[src/rtl/core/qgt_pkg.sv]
// ----------------------------------------------------------------------------
// qgt_pkg: shared definitions for the gait trajectory generator
// Sizes, operand types and the divider request word used across the core.
// ----------------------------------------------------------------------------
package qgt_pkg;

    // legs, phase accumulator width and sine table depth
    localparam int LEG_COUNT  = 4;
    localparam int PHASE_BITS = 16;
    localparam int SINE_DEPTH = 256;

    localparam int SINE_IDX_W = $clog2(SINE_DEPTH);
    localparam int LEG_W      = (LEG_COUNT > 1) ? $clog2(LEG_COUNT) : 1;

    // shared multiplier operands and product
    localparam int MUL_W  = 17;
    localparam int PROD_W = 2 * MUL_W;

    // shared divider: quotient bits, divisor bits, step counter bits
    localparam int QUO_W  = 16;
    localparam int DEN_W  = 17;
    localparam int STEP_W = $clog2(QUO_W);

    typedef logic signed [MUL_W-1:0]  mul_op_t;
    typedef logic signed [PROD_W-1:0] mul_prod_t;
    typedef logic [15:0]              sine_t;

    // divider launch request
    typedef struct packed {
        logic              start;
        logic [STEP_W-1:0] steps_m1;
    } div_req_t;

endpackage

[src/rtl/core/qgt_mult.sv]
// ----------------------------------------------------------------------------
// qgt_mult: shared signed multiplier
// One registered signed product per cycle, reused by every multiply step.
// ----------------------------------------------------------------------------
module qgt_mult import qgt_pkg::*; (
    input  logic      aclk,
    input  mul_op_t   op_a,
    input  mul_op_t   op_b,
    output mul_prod_t prod
);

    mul_prod_t prod_reg;
    mul_prod_t prod_next;

    // full-width signed product
    assign prod_next = op_a * op_b;

    always_ff @(posedge aclk) begin
        prod_reg <= prod_next;
    end

    assign prod = prod_reg;

endmodule

[src/rtl/core/qgt_div.sv]
// ----------------------------------------------------------------------------
// qgt_div: shared restoring divider
// One quotient bit per cycle; the caller preloads a partial remainder that is
// below the divisor and the low numerator bits to shift in.
// ----------------------------------------------------------------------------
module qgt_div import qgt_pkg::*; (
    input  logic             aclk,
    input  logic             aresetn,
    input  div_req_t         req,
    input  logic [DEN_W-1:0] rem_init,
    input  logic [QUO_W-1:0] low_init,
    input  logic [DEN_W-1:0] den,
    output logic             busy,
    output logic [QUO_W-1:0] quotient
);

    logic              busy_reg, busy_next;
    logic [STEP_W-1:0] cnt_reg, cnt_next;
    logic [DEN_W-1:0]  rem_reg, rem_next;
    logic [QUO_W-1:0]  low_reg, low_next;
    logic [QUO_W-1:0]  quo_reg, quo_next;
    logic [DEN_W:0]    trial;
    logic [DEN_W:0]    diff;

    // one shift-compare-subtract step
    always_comb begin
        trial     = {rem_reg, low_reg[QUO_W-1]};
        diff      = trial - {1'b0, den};
        busy_next = busy_reg;
        cnt_next  = cnt_reg;
        rem_next  = rem_reg;
        low_next  = low_reg;
        quo_next  = quo_reg;
        if (req.start) begin
            busy_next = 1'b1;
            cnt_next  = req.steps_m1;
            rem_next  = rem_init;
            low_next  = low_init;
            quo_next  = '0;
        end else if (busy_reg) begin
            if (trial >= {1'b0, den}) begin
                rem_next = diff[DEN_W-1:0];
                quo_next = {quo_reg[QUO_W-2:0], 1'b1};
            end else begin
                rem_next = trial[DEN_W-1:0];
                quo_next = {quo_reg[QUO_W-2:0], 1'b0};
            end
            low_next = {low_reg[QUO_W-2:0], 1'b0};
            if (cnt_reg == '0) begin
                busy_next = 1'b0;
            end else begin
                cnt_next = cnt_reg - 1'b1;
            end
        end
    end

    // control state
    always_ff @(posedge aclk) begin
        if (!aresetn) begin
            busy_reg <= 1'b0;
            cnt_reg  <= '0;
        end else begin
            busy_reg <= busy_next;
            cnt_reg  <= cnt_next;
        end
    end

    // datapath
    always_ff @(posedge aclk) begin
        rem_reg <= rem_next;
        low_reg <= low_next;
        quo_reg <= quo_next;
    end

    assign busy     = busy_reg;
    assign quotient = quo_reg;

endmodule

[src/rtl/core/qgt_sine_rom.sv]
// ----------------------------------------------------------------------------
// qgt_sine_rom: half-wave sine table
// Entry i approximates sin(pi*i/D) in Q1.15 using the rational formula
// 16p*32768 / (5D^2 - 4p) with p = i*(D-i), built at elaboration.
// ----------------------------------------------------------------------------
module qgt_sine_rom import qgt_pkg::*; (
    input  logic [SINE_IDX_W-1:0] idx,
    output sine_t                 sine
);

    localparam int ROWS = 2 ** SINE_IDX_W;

    sine_t rom [ROWS];

    // constant entries, indexes past the depth repeat the last entry
    for (genvar gi = 0; gi < ROWS; gi++) begin : g_row
        localparam longint DEP = SINE_DEPTH;
        localparam longint IX  = (gi < SINE_DEPTH) ? gi : SINE_DEPTH - 1;
        localparam longint PRD = IX * (DEP - IX);
        localparam longint VAL = (16 * PRD * 32768) / (5 * DEP * DEP - 4 * PRD);
        assign rom[gi] = sine_t'(VAL);
    end

    assign sine = rom[idx];

endmodule

[src/rtl/core/quadruped_gait_trajectory.sv]
// ----------------------------------------------------------------------------
// quadruped_gait_trajectory: per-tick foot targets for a four-legged gait
//
//   channel  direction  handshake            payload
//   s_       in         s_valid / s_ready    s_phase_step
//   m_       out        m_valid / m_ready    m_leg, m_foot_x, m_foot_y,
//                                            m_grounded, m_last_leg
//   cfg_     in         cfg_valid/cfg_ready  cfg_index, cfg_data
//
// One input word yields one result word per leg, legs in order. Each leg runs
// through a small sequencer around one multiplier and one divider:
// a stance leg divides once (not at all when mid_phase is zero), a swing leg
// divides twice, and the input word is taken in the idle step before the legs.
// Synchronous active-low reset restores the register defaults and clears the
// accumulator. A stalled output holds the sequencer at its emit step; the
// last result of a tick may wait while the next input word is taken.
// ----------------------------------------------------------------------------
module quadruped_gait_trajectory import qgt_pkg::*; (
    input  logic               aclk,
    input  logic               aresetn,
    // input words
    input  logic               s_valid,
    output logic               s_ready,
    input  logic [15:0]        s_phase_step,
    // result words
    output logic               m_valid,
    input  logic               m_ready,
    output logic [1:0]         m_leg,
    output logic signed [15:0] m_foot_x,
    output logic signed [15:0] m_foot_y,
    output logic               m_grounded,
    output logic               m_last_leg,
    // configuration writes
    input  logic               cfg_valid,
    output logic               cfg_ready,
    input  logic [2:0]         cfg_index,
    input  logic [15:0]        cfg_data
);

    typedef enum logic [2:0] {
        REG_MID_PHASE   = 3'd0,
        REG_HALF_STRIDE = 3'd1,
        REG_LIFT_HEIGHT = 3'd2,
        REG_X_BIAS      = 3'd3,
        REG_X_SCALE     = 3'd4
    } cfg_reg_t;

    typedef enum logic [3:0] {
        ST_IDLE,
        ST_LEG,
        ST_MUL_X,
        ST_DIV_X,
        ST_WAIT_X,
        ST_MUL_IDX,
        ST_DIV_IDX,
        ST_WAIT_IDX,
        ST_SINE,
        ST_MUL_Y,
        ST_MUL_S,
        ST_EMIT
    } state_t;

    localparam logic [15:0] WALK_OFS [4] = '{16'd49152, 16'd32768, 16'd0, 16'd16384};
    localparam logic [15:0] TROT_OFS [4] = '{16'd32768, 16'd32768, 16'd0, 16'd0};

    // sequencer and tick state
    state_t                 state_reg, state_next;
    logic [PHASE_BITS-1:0]  accum_reg, accum_next;
    logic [LEG_W-1:0]       leg_reg, leg_next;

    // configuration registers
    logic [15:0]            mid_reg, mid_next;
    logic [14:0]            stride_reg, stride_next;
    logic [14:0]            lift_reg, lift_next;
    logic signed [15:0]     bias_reg, bias_next;
    logic [15:0]            scale_reg, scale_next;

    // per-leg working registers
    logic [15:0]            t_reg, t_next;
    logic [15:0]            d_reg, d_next;
    logic                   ground_reg, ground_next;
    logic signed [15:0]     x_reg, x_next;
    logic [15:0]            y_reg, y_next;
    sine_t                  sine_reg, sine_next;

    // output word
    logic                   m_valid_reg, m_valid_next;
    logic [1:0]             m_leg_reg, m_leg_next;
    logic signed [15:0]     m_x_reg, m_x_next;
    logic [15:0]            m_y_reg, m_y_next;
    logic                   m_gnd_reg, m_gnd_next;
    logic                   m_last_reg, m_last_next;

    // datapath wires
    logic [PHASE_BITS-1:0]  step_aligned;
    logic [15:0]            a16;
    logic [LEG_W+1:0]       leg_ext;
    logic [1:0]             leg_mod;
    logic [15:0]            offset;
    logic [15:0]            t_now;
    logic [DEN_W-1:0]       n_swing;
    logic                   last_leg;
    logic [16:0]            s17;
    logic [16:0]            q17;
    logic [16:0]            x17;
    logic signed [20:0]     x_fin;
    logic signed [15:0]     x_sat;

    mul_op_t                mul_a, mul_b;
    mul_prod_t              prod;
    div_req_t               div_req;
    logic [DEN_W-1:0]       div_rem_init;
    logic [QUO_W-1:0]       div_low_init;
    logic [DEN_W-1:0]       div_den;
    logic                   div_busy;
    logic [QUO_W-1:0]       div_quo;
    sine_t                  sine_val;

    // phase step alignment and Q0.16 view of the accumulator
    if (PHASE_BITS >= 16) begin : g_phase_wide
        assign step_aligned = PHASE_BITS'(s_phase_step) << (PHASE_BITS - 16);
        assign a16          = accum_reg[PHASE_BITS-1 -: 16];
    end else begin : g_phase_narrow
        assign step_aligned = s_phase_step[15 -: PHASE_BITS];
        assign a16          = 16'(accum_reg) << (16 - PHASE_BITS);
    end

    // leg phase and gait offsets
    assign leg_ext  = {2'b00, leg_reg};
    assign leg_mod  = leg_ext[1:0];
    assign offset   = (mid_reg > 16'd32768) ? WALK_OFS[leg_mod] : TROT_OFS[leg_mod];
    assign t_now    = offset - a16;
    assign n_swing  = 17'h1_0000 - {1'b0, mid_reg};
    assign last_leg = (leg_reg == LEG_W'(LEG_COUNT - 1));

    // stride position from the divider quotient
    assign s17 = {2'b00, stride_reg};
    assign q17 = {1'b0, div_quo};
    assign x17 = ground_reg ? (q17 - s17) : (s17 - q17);

    // scaled x minus bias, saturated
    assign x_fin = 21'(signed'(prod[33:14])) - 21'(bias_reg);
    always_comb begin
        if (x_fin > 21'sd32767) begin
            x_sat = 16'sh7FFF;
        end else if (x_fin < -21'sd32768) begin
            x_sat = -16'sh8000;
        end else begin
            x_sat = x_fin[15:0];
        end
    end

    // shared multiplier operand select, scaled x held while the output stalls
    always_comb begin
        unique case (state_reg) inside
            ST_MUL_X: begin
                mul_a = {1'b0, stride_reg, 1'b0};
                mul_b = ground_reg ? {1'b0, t_reg} : {1'b0, d_reg};
            end
            ST_MUL_IDX: begin
                mul_a = {1'b0, d_reg};
                mul_b = mul_op_t'(SINE_DEPTH);
            end
            ST_MUL_Y: begin
                mul_a = {2'b00, lift_reg};
                mul_b = {1'b0, sine_reg};
            end
            ST_MUL_S, ST_EMIT: begin
                mul_a = {x_reg[15], x_reg};
                mul_b = {1'b0, scale_reg};
            end
            default: begin
                mul_a = '0;
                mul_b = '0;
            end
        endcase
    end

    // shared divider operand select
    always_comb begin
        div_den = ground_reg ? {1'b0, mid_reg} : n_swing;
        if (state_reg == ST_DIV_IDX) begin
            div_rem_init = prod[SINE_IDX_W+DEN_W-1:SINE_IDX_W];
            div_low_init = QUO_W'(prod[SINE_IDX_W-1:0]) << (QUO_W - SINE_IDX_W);
        end else begin
            div_rem_init = {1'b0, prod[31:16]};
            div_low_init = prod[15:0];
        end
    end

    qgt_mult u_mult (
        .aclk (aclk),
        .op_a (mul_a),
        .op_b (mul_b),
        .prod (prod)
    );

    qgt_div u_div (
        .aclk     (aclk),
        .aresetn  (aresetn),
        .req      (div_req),
        .rem_init (div_rem_init),
        .low_init (div_low_init),
        .den      (div_den),
        .busy     (div_busy),
        .quotient (div_quo)
    );

    qgt_sine_rom u_sine (
        .idx  (div_quo[SINE_IDX_W-1:0]),
        .sine (sine_val)
    );

    // sequencer and register next values
    always_comb begin
        state_next       = state_reg;
        accum_next       = accum_reg;
        leg_next         = leg_reg;
        mid_next         = mid_reg;
        stride_next      = stride_reg;
        lift_next        = lift_reg;
        bias_next        = bias_reg;
        scale_next       = scale_reg;
        t_next           = t_reg;
        d_next           = d_reg;
        ground_next      = ground_reg;
        x_next           = x_reg;
        y_next           = y_reg;
        sine_next        = sine_reg;
        m_valid_next     = m_valid_reg && !m_ready;
        m_leg_next       = m_leg_reg;
        m_x_next         = m_x_reg;
        m_y_next         = m_y_reg;
        m_gnd_next       = m_gnd_reg;
        m_last_next      = m_last_reg;
        div_req.start    = 1'b0;
        div_req.steps_m1 = STEP_W'(QUO_W - 1);

        // configuration writes
        if (cfg_valid) begin
            unique case (cfg_reg_t'(cfg_index))
                REG_MID_PHASE:   mid_next    = cfg_data;
                REG_HALF_STRIDE: stride_next = cfg_data[14:0];
                REG_LIFT_HEIGHT: lift_next   = cfg_data[14:0];
                REG_X_BIAS:      bias_next   = signed'(cfg_data);
                REG_X_SCALE:     scale_next  = cfg_data;
                default: ;
            endcase
        end

        unique case (state_reg)
            ST_IDLE: begin
                if (s_valid) begin
                    accum_next = accum_reg + step_aligned;
                    leg_next   = '0;
                    state_next = ST_LEG;
                end
            end
            ST_LEG: begin
                t_next      = t_now;
                d_next      = t_now - mid_reg;
                ground_next = (t_now <= mid_reg);
                y_next      = '0;
                state_next  = ST_MUL_X;
            end
            ST_MUL_X: begin
                state_next = ST_DIV_X;
            end
            ST_DIV_X: begin
                // zero stance length: only t equal to zero lands here
                if (ground_reg && (mid_reg == '0)) begin
                    x_next     = -signed'({1'b0, stride_reg});
                    state_next = ST_MUL_S;
                end else begin
                    div_req.start    = 1'b1;
                    div_req.steps_m1 = STEP_W'(QUO_W - 1);
                    state_next       = ST_WAIT_X;
                end
            end
            ST_WAIT_X: begin
                if (!div_busy) begin
                    x_next     = x17[15:0];
                    state_next = ground_reg ? ST_MUL_S : ST_MUL_IDX;
                end
            end
            ST_MUL_IDX: begin
                state_next = ST_DIV_IDX;
            end
            ST_DIV_IDX: begin
                div_req.start    = 1'b1;
                div_req.steps_m1 = STEP_W'(SINE_IDX_W - 1);
                state_next       = ST_WAIT_IDX;
            end
            ST_WAIT_IDX: begin
                if (!div_busy) begin
                    state_next = ST_SINE;
                end
            end
            ST_SINE: begin
                sine_next  = sine_val;
                state_next = ST_MUL_Y;
            end
            ST_MUL_Y: begin
                state_next = ST_MUL_S;
            end
            ST_MUL_S: begin
                if (!ground_reg) begin
                    y_next = prod[30:15];
                end
                state_next = ST_EMIT;
            end
            ST_EMIT: begin
                if (!m_valid_reg || m_ready) begin
                    m_valid_next = 1'b1;
                    m_leg_next   = leg_mod;
                    m_x_next     = x_sat;
                    m_y_next     = y_reg;
                    m_gnd_next   = ground_reg;
                    m_last_next  = last_leg;
                    if (last_leg) begin
                        state_next = ST_IDLE;
                    end else begin
                        leg_next   = leg_reg + 1'b1;
                        state_next = ST_LEG;
                    end
                end
            end
            default: state_next = ST_IDLE;
        endcase
    end

    // state, configuration, working and output registers
    always_ff @(posedge aclk) begin
        if (!aresetn) begin
            state_reg   <= ST_IDLE;
            accum_reg   <= '0;
            leg_reg     <= '0;
            mid_reg     <= 16'd52429;
            stride_reg  <= 15'd1229;
            lift_reg    <= 15'd410;
            bias_reg    <= 16'sd451;
            scale_reg   <= 16'd16384;
            m_valid_reg <= 1'b0;
        end else begin
            state_reg   <= state_next;
            accum_reg   <= accum_next;
            leg_reg     <= leg_next;
            mid_reg     <= mid_next;
            stride_reg  <= stride_next;
            lift_reg    <= lift_next;
            bias_reg    <= bias_next;
            scale_reg   <= scale_next;
            m_valid_reg <= m_valid_next;
            t_reg       <= t_next;
            d_reg       <= d_next;
            ground_reg  <= ground_next;
            x_reg       <= x_next;
            y_reg       <= y_next;
            sine_reg    <= sine_next;
            m_leg_reg   <= m_leg_next;
            m_x_reg     <= m_x_next;
            m_y_reg     <= m_y_next;
            m_gnd_reg   <= m_gnd_next;
            m_last_reg  <= m_last_next;
        end
    end

    // ports
    assign s_ready    = (state_reg == ST_IDLE);
    assign cfg_ready  = 1'b1;
    assign m_valid    = m_valid_reg;
    assign m_leg      = m_leg_reg;
    assign m_foot_x   = m_x_reg;
    assign m_foot_y   = signed'(m_y_reg);
    assign m_grounded = m_gnd_reg;
    assign m_last_leg = m_last_reg;

endmodule
[config.mk]
export PLATFORM = sky130hd
export DESIGN_NAME = quadruped_gait_trajectory
export DESIGN_NICKNAME = d
export VERILOG_FILES = /design/src/rtl/core/qgt_pkg.sv /design/src/rtl/core/qgt_mult.sv /design/src/rtl/core/qgt_div.sv /design/src/rtl/core/qgt_sine_rom.sv /design/src/rtl/core/quadruped_gait_trajectory.sv
export SDC_FILE = /design/constraint.sdc
export NUM_CORES = 2
export LEC_CHECK = 0
export ABC_AREA = 0
export BUFFER_PORTS_ARGS = -buffer_cell sky130_fd_sc_hd__buf_2
export CAP_MARGIN = 20
export CORE_MARGIN = 2
export CORE_UTILIZATION = 45
export DETAILED_ROUTE_END_ITERATION = 7
export GPL_TIMING_DRIVEN = 0
export PLACE_DENSITY_LB_ADDON = 0.2
export SETUP_SLACK_MARGIN = 0.5
export SLEW_MARGIN = 20
export SYNTH_ARGS = -nofsm -noshare
export SYNTH_HDL_FRONTEND = slang
export SYNTH_SLANG_ARGS = --single-unit
[constraint.sdc]
create_clock -name aclk -period 7.3 [get_ports aclk]
set_input_delay 1.095 -clock aclk [delete_from_list [all_inputs] [get_ports aclk]]
set_output_delay 1.095 -clock aclk [all_outputs]
set_load 0.1 [all_outputs]
**Word-level counts from Yosys, hierarchy flattened**

Memory sizes are Yosys's and may differ from the RTL's. A register that Yosys moved wholly into a read port is not among the register bits.
Index checks and enable logic that the tools add are counted.

- Bits in registers: 290
- Latch bits: 0
- Bits in writable memories: 0
- ROM bits: 4096
- Input bits: 40
- Output and inout bits: 39
- Memories: 1

- $add $sub $neg: 11
- Multiply operators: 1
- Divide/modulo/power cells: 0
- $lt $le $gt $ge: 6
- Equal/unequal tests: 24
- Shift-type cells: 0
- Mux-type cells: 48
- Bitwise operators: 2
- Reduce and logical (&&, ||, !) cells: 28

Memory list:

| name | words | bits a word | rd ports | clocked after Yosys merged registers in | wr ports | RTL line | text |
|---|---|---|---|---|---|---|---|
| (name not given) | 256 | 16 | 1 | 1 | 0 | qgt_sine_rom.sv:24 | `assign sine = rom[idx];` |

Operators by type and width:

| operator | number |
|---|---|
| two-way mux 16 bit | 14 |
| two-way mux 17 bit | 5 |
| one-hot mux 17 bit (4 select lines) | 1 |
| binary-select mux 16 bit (select 2 bit) | 2 |
| one-hot mux 16 bit (2 select lines) | 2 |
| one-hot mux 16 bit (4 select lines) | 1 |
| one-hot mux 4 bit (12 select lines) | 1 |
| two-way mux 4 bit | 9 |
| multiplier 17 x 17 -> 34 bit | 1 |
| subtractor 16 bit | 2 |
| > comparator 21 x 16 -> 1 bit (second input constant) | 1 |
| < comparator 21 x 16 -> 1 bit (second input constant) | 1 |
| subtractor 20 x 16 -> 21 bit | 1 |
| >= comparator 18 x 17 -> 1 bit | 1 |
| AND reduction 2 bit | 9 |
| subtractor 17 x 16 -> 17 bit (first input constant) | 1 |
| subtractor 17 bit | 1 |
| adder 16 bit | 1 |
| equality test 4 x 3 -> 1 bit (second input constant) | 4 |
| equality test 4 bit (second input constant) | 4 |
| > comparator 16 bit (second input constant) | 1 |
| less-or-equal comparator 16 bit | 1 |
| logical NOT 16 bit | 1 |
| negator 15 -> 16 bit | 1 |
| 29 further kinds | 54 |

**Longest topological paths before layout**

- Depth in word-level cells: 7
- Mapped depth: 32
- Depth with buffers taken out: 27

**Hierarchy**

From an unflattened synthesis, not the netlist that was laid out.

- Cell total of the unflattened synthesis: 3809
- Area, all modules: 33248.1 um^2

Modules (own cells, without submodules):

| module | times used | cells an instance | area each (um^2) |
|---|---|---|---|
| quadruped_gait_trajectory | 1 | 1472 | 13565.5 |
| qgt_mult | 1 | 1237 | 11652.4 |
| qgt_sine_rom | 1 | 770 | 4784.6 |
| qgt_div | 1 | 330 | 3245.6 |

**Worst setup path after synthesis**

OpenSTA, ideal clock, no wires.

- Path type: register to register
- From: reg state_reg[1]
- To: reg u_mult.prod_reg[33], in the netlist u_mult.prod[33]
- Setup time: 72 ps
- Arrival time: 7424 ps
- Data required time: 7228 ps
- Setup slack: -196 ps
- Cell stages (with the launch flop): 31
- Path buffers: 6
- Period minus slack after synthesis: 7496 ps
- Path through: dfxtp_1 -> clkbuf_1 -> nor2b_1 -> clkbuf_1 -> and2_1 -> buf_2 -> buf_1 -> a221oi_1 -> clkbuf_1 -> nor2_1 -> fa_1 -> inv_1 -> fa_1 -> fa_1 -> inv_1 -> fa_1 -> fa_1 -> inv_1 -> fa_1 -> inv_1 -> ha_1 -> clkbuf_1 -> a21oi_1 -> o21ai_0 -> a221oi_1 -> nand2_1 -> o21a_1 -> a221o_1 -> a211o_1 -> a21oi_1 -> xnor2_1

- Longest elaborated chain between the ends: 4
- Elaborated cells on any way between the ends: 9
- Classes of those cells: 1 x mul; 5 x eq/ne; 2 x mux; 1 x reduce/logical

RTL lines:

| what | RTL line | text |
|---|---|---|
| start, declared | quadruped_gait_trajectory.sv:67 | `state_t state_reg, state_next;` |
| start signal, assigned | quadruped_gait_trajectory.sv:345 | `state_reg <= state_next;` |
| equality test 4 bit | n/a |  |
| OR reduction 2 bit | quadruped_gait_trajectory.sv:155 | `unique case (state_reg) inside` |
| one-hot mux 17 bit (4 select lines) or one-hot mux 16 bit (4 select lines) (tied branches) | quadruped_gait_trajectory.sv:155 |  |
| multiplier 17 x 17 -> 34 bit * | qgt_mult.sv:16 | `assign prod_next = op_a * op_b;` |
| via u_mult.prod_next[33] | qgt_mult.sv:13 | `mul_prod_t prod_next;` |
| end signal, assigned | qgt_mult.sv:19 | `prod_reg <= prod_next;` |
| end, declared | qgt_mult.sv:12 | `mul_prod_t prod_reg;` |

Mark *: on every way through the listed nets, which the timed path passes. The rest lies on a longest branch.
A chain may end at the register's enable or synchronous reset.

**Worst setup path in the final report**

Ends and elaborated chain as after synthesis.

==> flow_summary.ini <==
[yosys]
muxShareOfSynthArea = 0.0205
synth_seq_cells = 306
yosys.area_share.xor_xnor = 0.0372
synthTopCellsByArea = fa_1, edfxtp_1, dfxtp_1
synth_area_leader_cell = fa_1
ys.flop_type = dfxtp_1
synthesis.nets = 4341
synth_top_family_by_area = adder cells
synthSimpleGateAreaFrac = 0.162
synthCells = 3804
synthDistinctLibCells = 89
synth-compound-area-share = 0.190
synthAdderAreaFrac = 0.265
async_flop_share = 0
synthDominantCellAreaShare = 0.181
synth_edf_count = 150
avgSynthCellArea_um2 = 8.30
synth_seq_area_share = 0.242
syn_area_um2 = 31600
synth-warning-count = 0

[timing]
layout_setup_ws_ns = -0.0139
setup_violations = 1
final.setup.tns_ns = -0.0139
fin_hold_ws_ns = 0.416
grt_setup_unrepaired = yes
clock.fmax_mhz = 137
finalMaxSlewViolations = 0
period_minus_slack_ns = 7.31
worstMarginPinSlew_ns = 1.20
relSlewSlack = 0.199
fin_crit_sh = 1.00
finClkSkew_ns = 0.0416
finalHoldViolCount = 0

[critical_path]
ff2ff_path_depth = 32
arrival_ns = 7.78
path_class = flop to flop
slowest_delay_ns = 0.56
start_kind = flop
crit_path_max_fanout = 7
crit_path_end_kind = flop
critPathSlowestCell = fa_2
critical_path_required_ns = 7.77
crit_top_cell = fa_1

[placed_design]
place_ws_ns = -1.14
hpwl_mm = 99.5
place_congestion = 1.07
dpl_cell_area_um2 = 33500
port_buffers = 77

[min_path]
worstHoldPathCells = 0
min_path_type = flop to flop

[route]
drc = 0
viasPerCell = 6.02
drt-pass1-iter-count = 7
wl_per_cell_um = 25.9
drtIter0Drc = 3681
wl_mm = 130
route.antenna.remaining_nets = 0
num_vias = 30200

[clocking]
cts_tree = done
cts_sinks = 306
cts-root-buf = clkbuf_16
cts_buffers = 38
holdBufCountCts = 0
cts.clk_slew.worst_paths_ns = 0.06
clk_latency_ns = 0.59
cts.path.max_buffers = 3
cts-htree-levels = 2

[power_and_ir_drop]
power_density_nw_per_um2 = 207
clkPwrFrac = 0.259
p_sw_frac = 0.435
power_uw = 7690
p_int_uw = 4340
p_seq_frac = 0.276
peakVddDrop_v = 0.000167
switchingPower_uw = 3350
p_comb_frac = 0.465
leakage_uw = 0.0159

[layout]
drive_gt1_frac = 0.129
largest_reg_flops = 34
nets = 4576
finalInstanceArea_um2 = 37100
syn_to_final_growth_pct = 17.5
nFillCells = 6639

[grt]
grt_pass1_vias = 29000
grt_max_degree = 34
antenna_found_initial = 3
overflow = 0
gr-usage-all-layers = 0.358
grt_first_pass_wirelength_mm = 189

[status]
status = finished with violations
violations = setup timing

[die]
core_area_um2 = 69800
start_util = 0.452
rows = 97
chipWidth_um = 269
ios = 79
die_h_um = 269
design.die.area_um2 = 72300

[flow_run]
maxCapViolCount = 0
[metrics by stage]
step	utilization	cells
after CTS	0.526	4993
after global placement	0.479	4821
after detailed placement	0.480	4828
after global routing	0.532	5009
final	0.532	5010
after floorplan	-	3804
[logic make-up (layout without fill, tap and decap cells)]
family | count (synthesis) | count (layout)
multiplexers | 62 | 62
other | 1 | 2
adder cells (fa/ha/maj) | 497 | 497
AO/OA/AOI/OAI | 936 | 936
XOR/XNOR | 134 | 134
AND/OR/NAND/NOR | 1169 | 1169
buffers and inverters | 699 | 964
flip-flops | 306 | 306
[cells in the mapped netlist (all sizes together) (6+ instances only)]
master / instances
fa: 285
dfxtp: 156
a211o: 10
a311oi: 10
nor2: 337
xor2: 43
a21boi: 6
o221ai: 10
o22ai: 25
a21o: 49
or3: 12
o211ai: 45
a22oi: 59
buf: 30
or2: 8
nand2b: 30
nor2b: 29
nor4: 15
o21bai: 10
a21oi: 297
ha: 212
xnor2: 91
nand3: 55
o31ai: 18
edfxtp: 150
a221oi: 17
and4: 8
o31a: 8
mux2i: 58
o21a: 18
a211oi: 48
o21ai: 200
nor3: 56
clkbuf: 197
inv: 470
nand2: 513
o311ai: 15
a31oi: 32
o41ai: 6
and2: 45
nand4: 12
and3: 33
[critical path, delay by kind of cell (launching register included)]
| kind | cells | cell delay (ns) |
|---|---|---|
| adder cells (fa/ha/maj) | 7 | 3.30 |
| AO/OA/AOI/OAI | 9 | 1.89 |
| buffers and inverters | 12 | 1.18 |
| AND/OR/NAND/NOR | 3 | 0.32 |
| flip-flops | 1 | 0.32 |
| XOR/XNOR | 1 | 0.16 |
[layout make-up]
cell class | count | area [um2] | share of cell area
Sequential cell | 306 | 7630 | 0.206
Multi-Input combinational cell | 2799 | 22300 | 0.600
Tap cell | 940 | 1180 | 0.0317
Antenna cell | 1 | 2.50 | 0.0000675
Timing Repair Buffer | 195 | 1500 | 0.0405
Buffer | 227 | 1440 | 0.0389
Inverter | 472 | 1780 | 0.0479
Clock buffer | 53 | 1070 | 0.0288
Clock inverter | 17 | 235 | 0.00634
[path summary, 6_finish.rpt]
check / startpoint / slack (ns) / endpoint
worst max register to register: state_reg[1]$_SDFFE_PN0P_ / -0.01 / u_mult.prod[33]$_DFF_P_
worst min register to register: y_reg[2]$_SDFFCE_PN0P_ / 0.42 / m_foot_y[2]$_DFFE_PP_
worst min-delay path: y_reg[2]$_SDFFCE_PN0P_ / 0.42 / m_foot_y[2]$_DFFE_PP_
worst max-delay path: state_reg[1]$_SDFFE_PN0P_ / -0.01 / u_mult.prod[33]$_DFF_P_
[power by group through the flow]
stage | Clock [uW] | Combinational [uW] | Sequential [uW]
after floorplan | 0 | 2080 | 2090
final | 1990 | 3580 | 2130
after global routing | 2080 | 3730 | 2130
after CTS | 2010 | 3350 | 2120
after global placement | 0 | 3240 | 2150
after detailed placement | 0 | 3190 | 2150
[metal layers]
metal,up-vias,track usage,wire [um]
met5,-,0,0
met4,0,0.228,9780
met3,506,0.0776,13100
met2,1688,0.533,54500
met1,14600,0.472,52400
li1,13400,-,-
[repair_timing]
action,4_1_cts,5_1_grt
setup buffers,91,16
pin swaps,61,55
gates resized for setup,243,84
setup endpoints to repair,22,19
gates cloned,4,0
[cells in the final DEF (no fill, tap or decap), types with 15 or more instances in the layout]
cell type / count
inv_1: 460
buf_1: 18
o211ai_1: 45
o31ai_1: 18
xnor2_1: 89
and3_1: 32
nor4_1: 15
fa_1: 274
buf_4: 89
buf_6: 22
nor2b_1: 26
clkbuf_16: 48
and2_1: 35
a21oi_2: 25
edfxtp_1: 150
o21ai_0: 176
o21a_1: 17
nand3_1: 54
a211oi_1: 45
buf_2: 82
clkbuf_8: 22
ha_1: 202
a21o_1: 47
dfxtp_1: 154
nand2_2: 16
nor3_1: 53
nand2b_1: 30
xor2_1: 43
mux2i_1: 50
a22oi_2: 25
clkbuf_1: 158
nand2_1: 488
nor2_1: 324
a31oi_1: 32
o22ai_1: 25
a22oi_1: 34
a21oi_1: 270
Power figures use the tool's default switching activity.
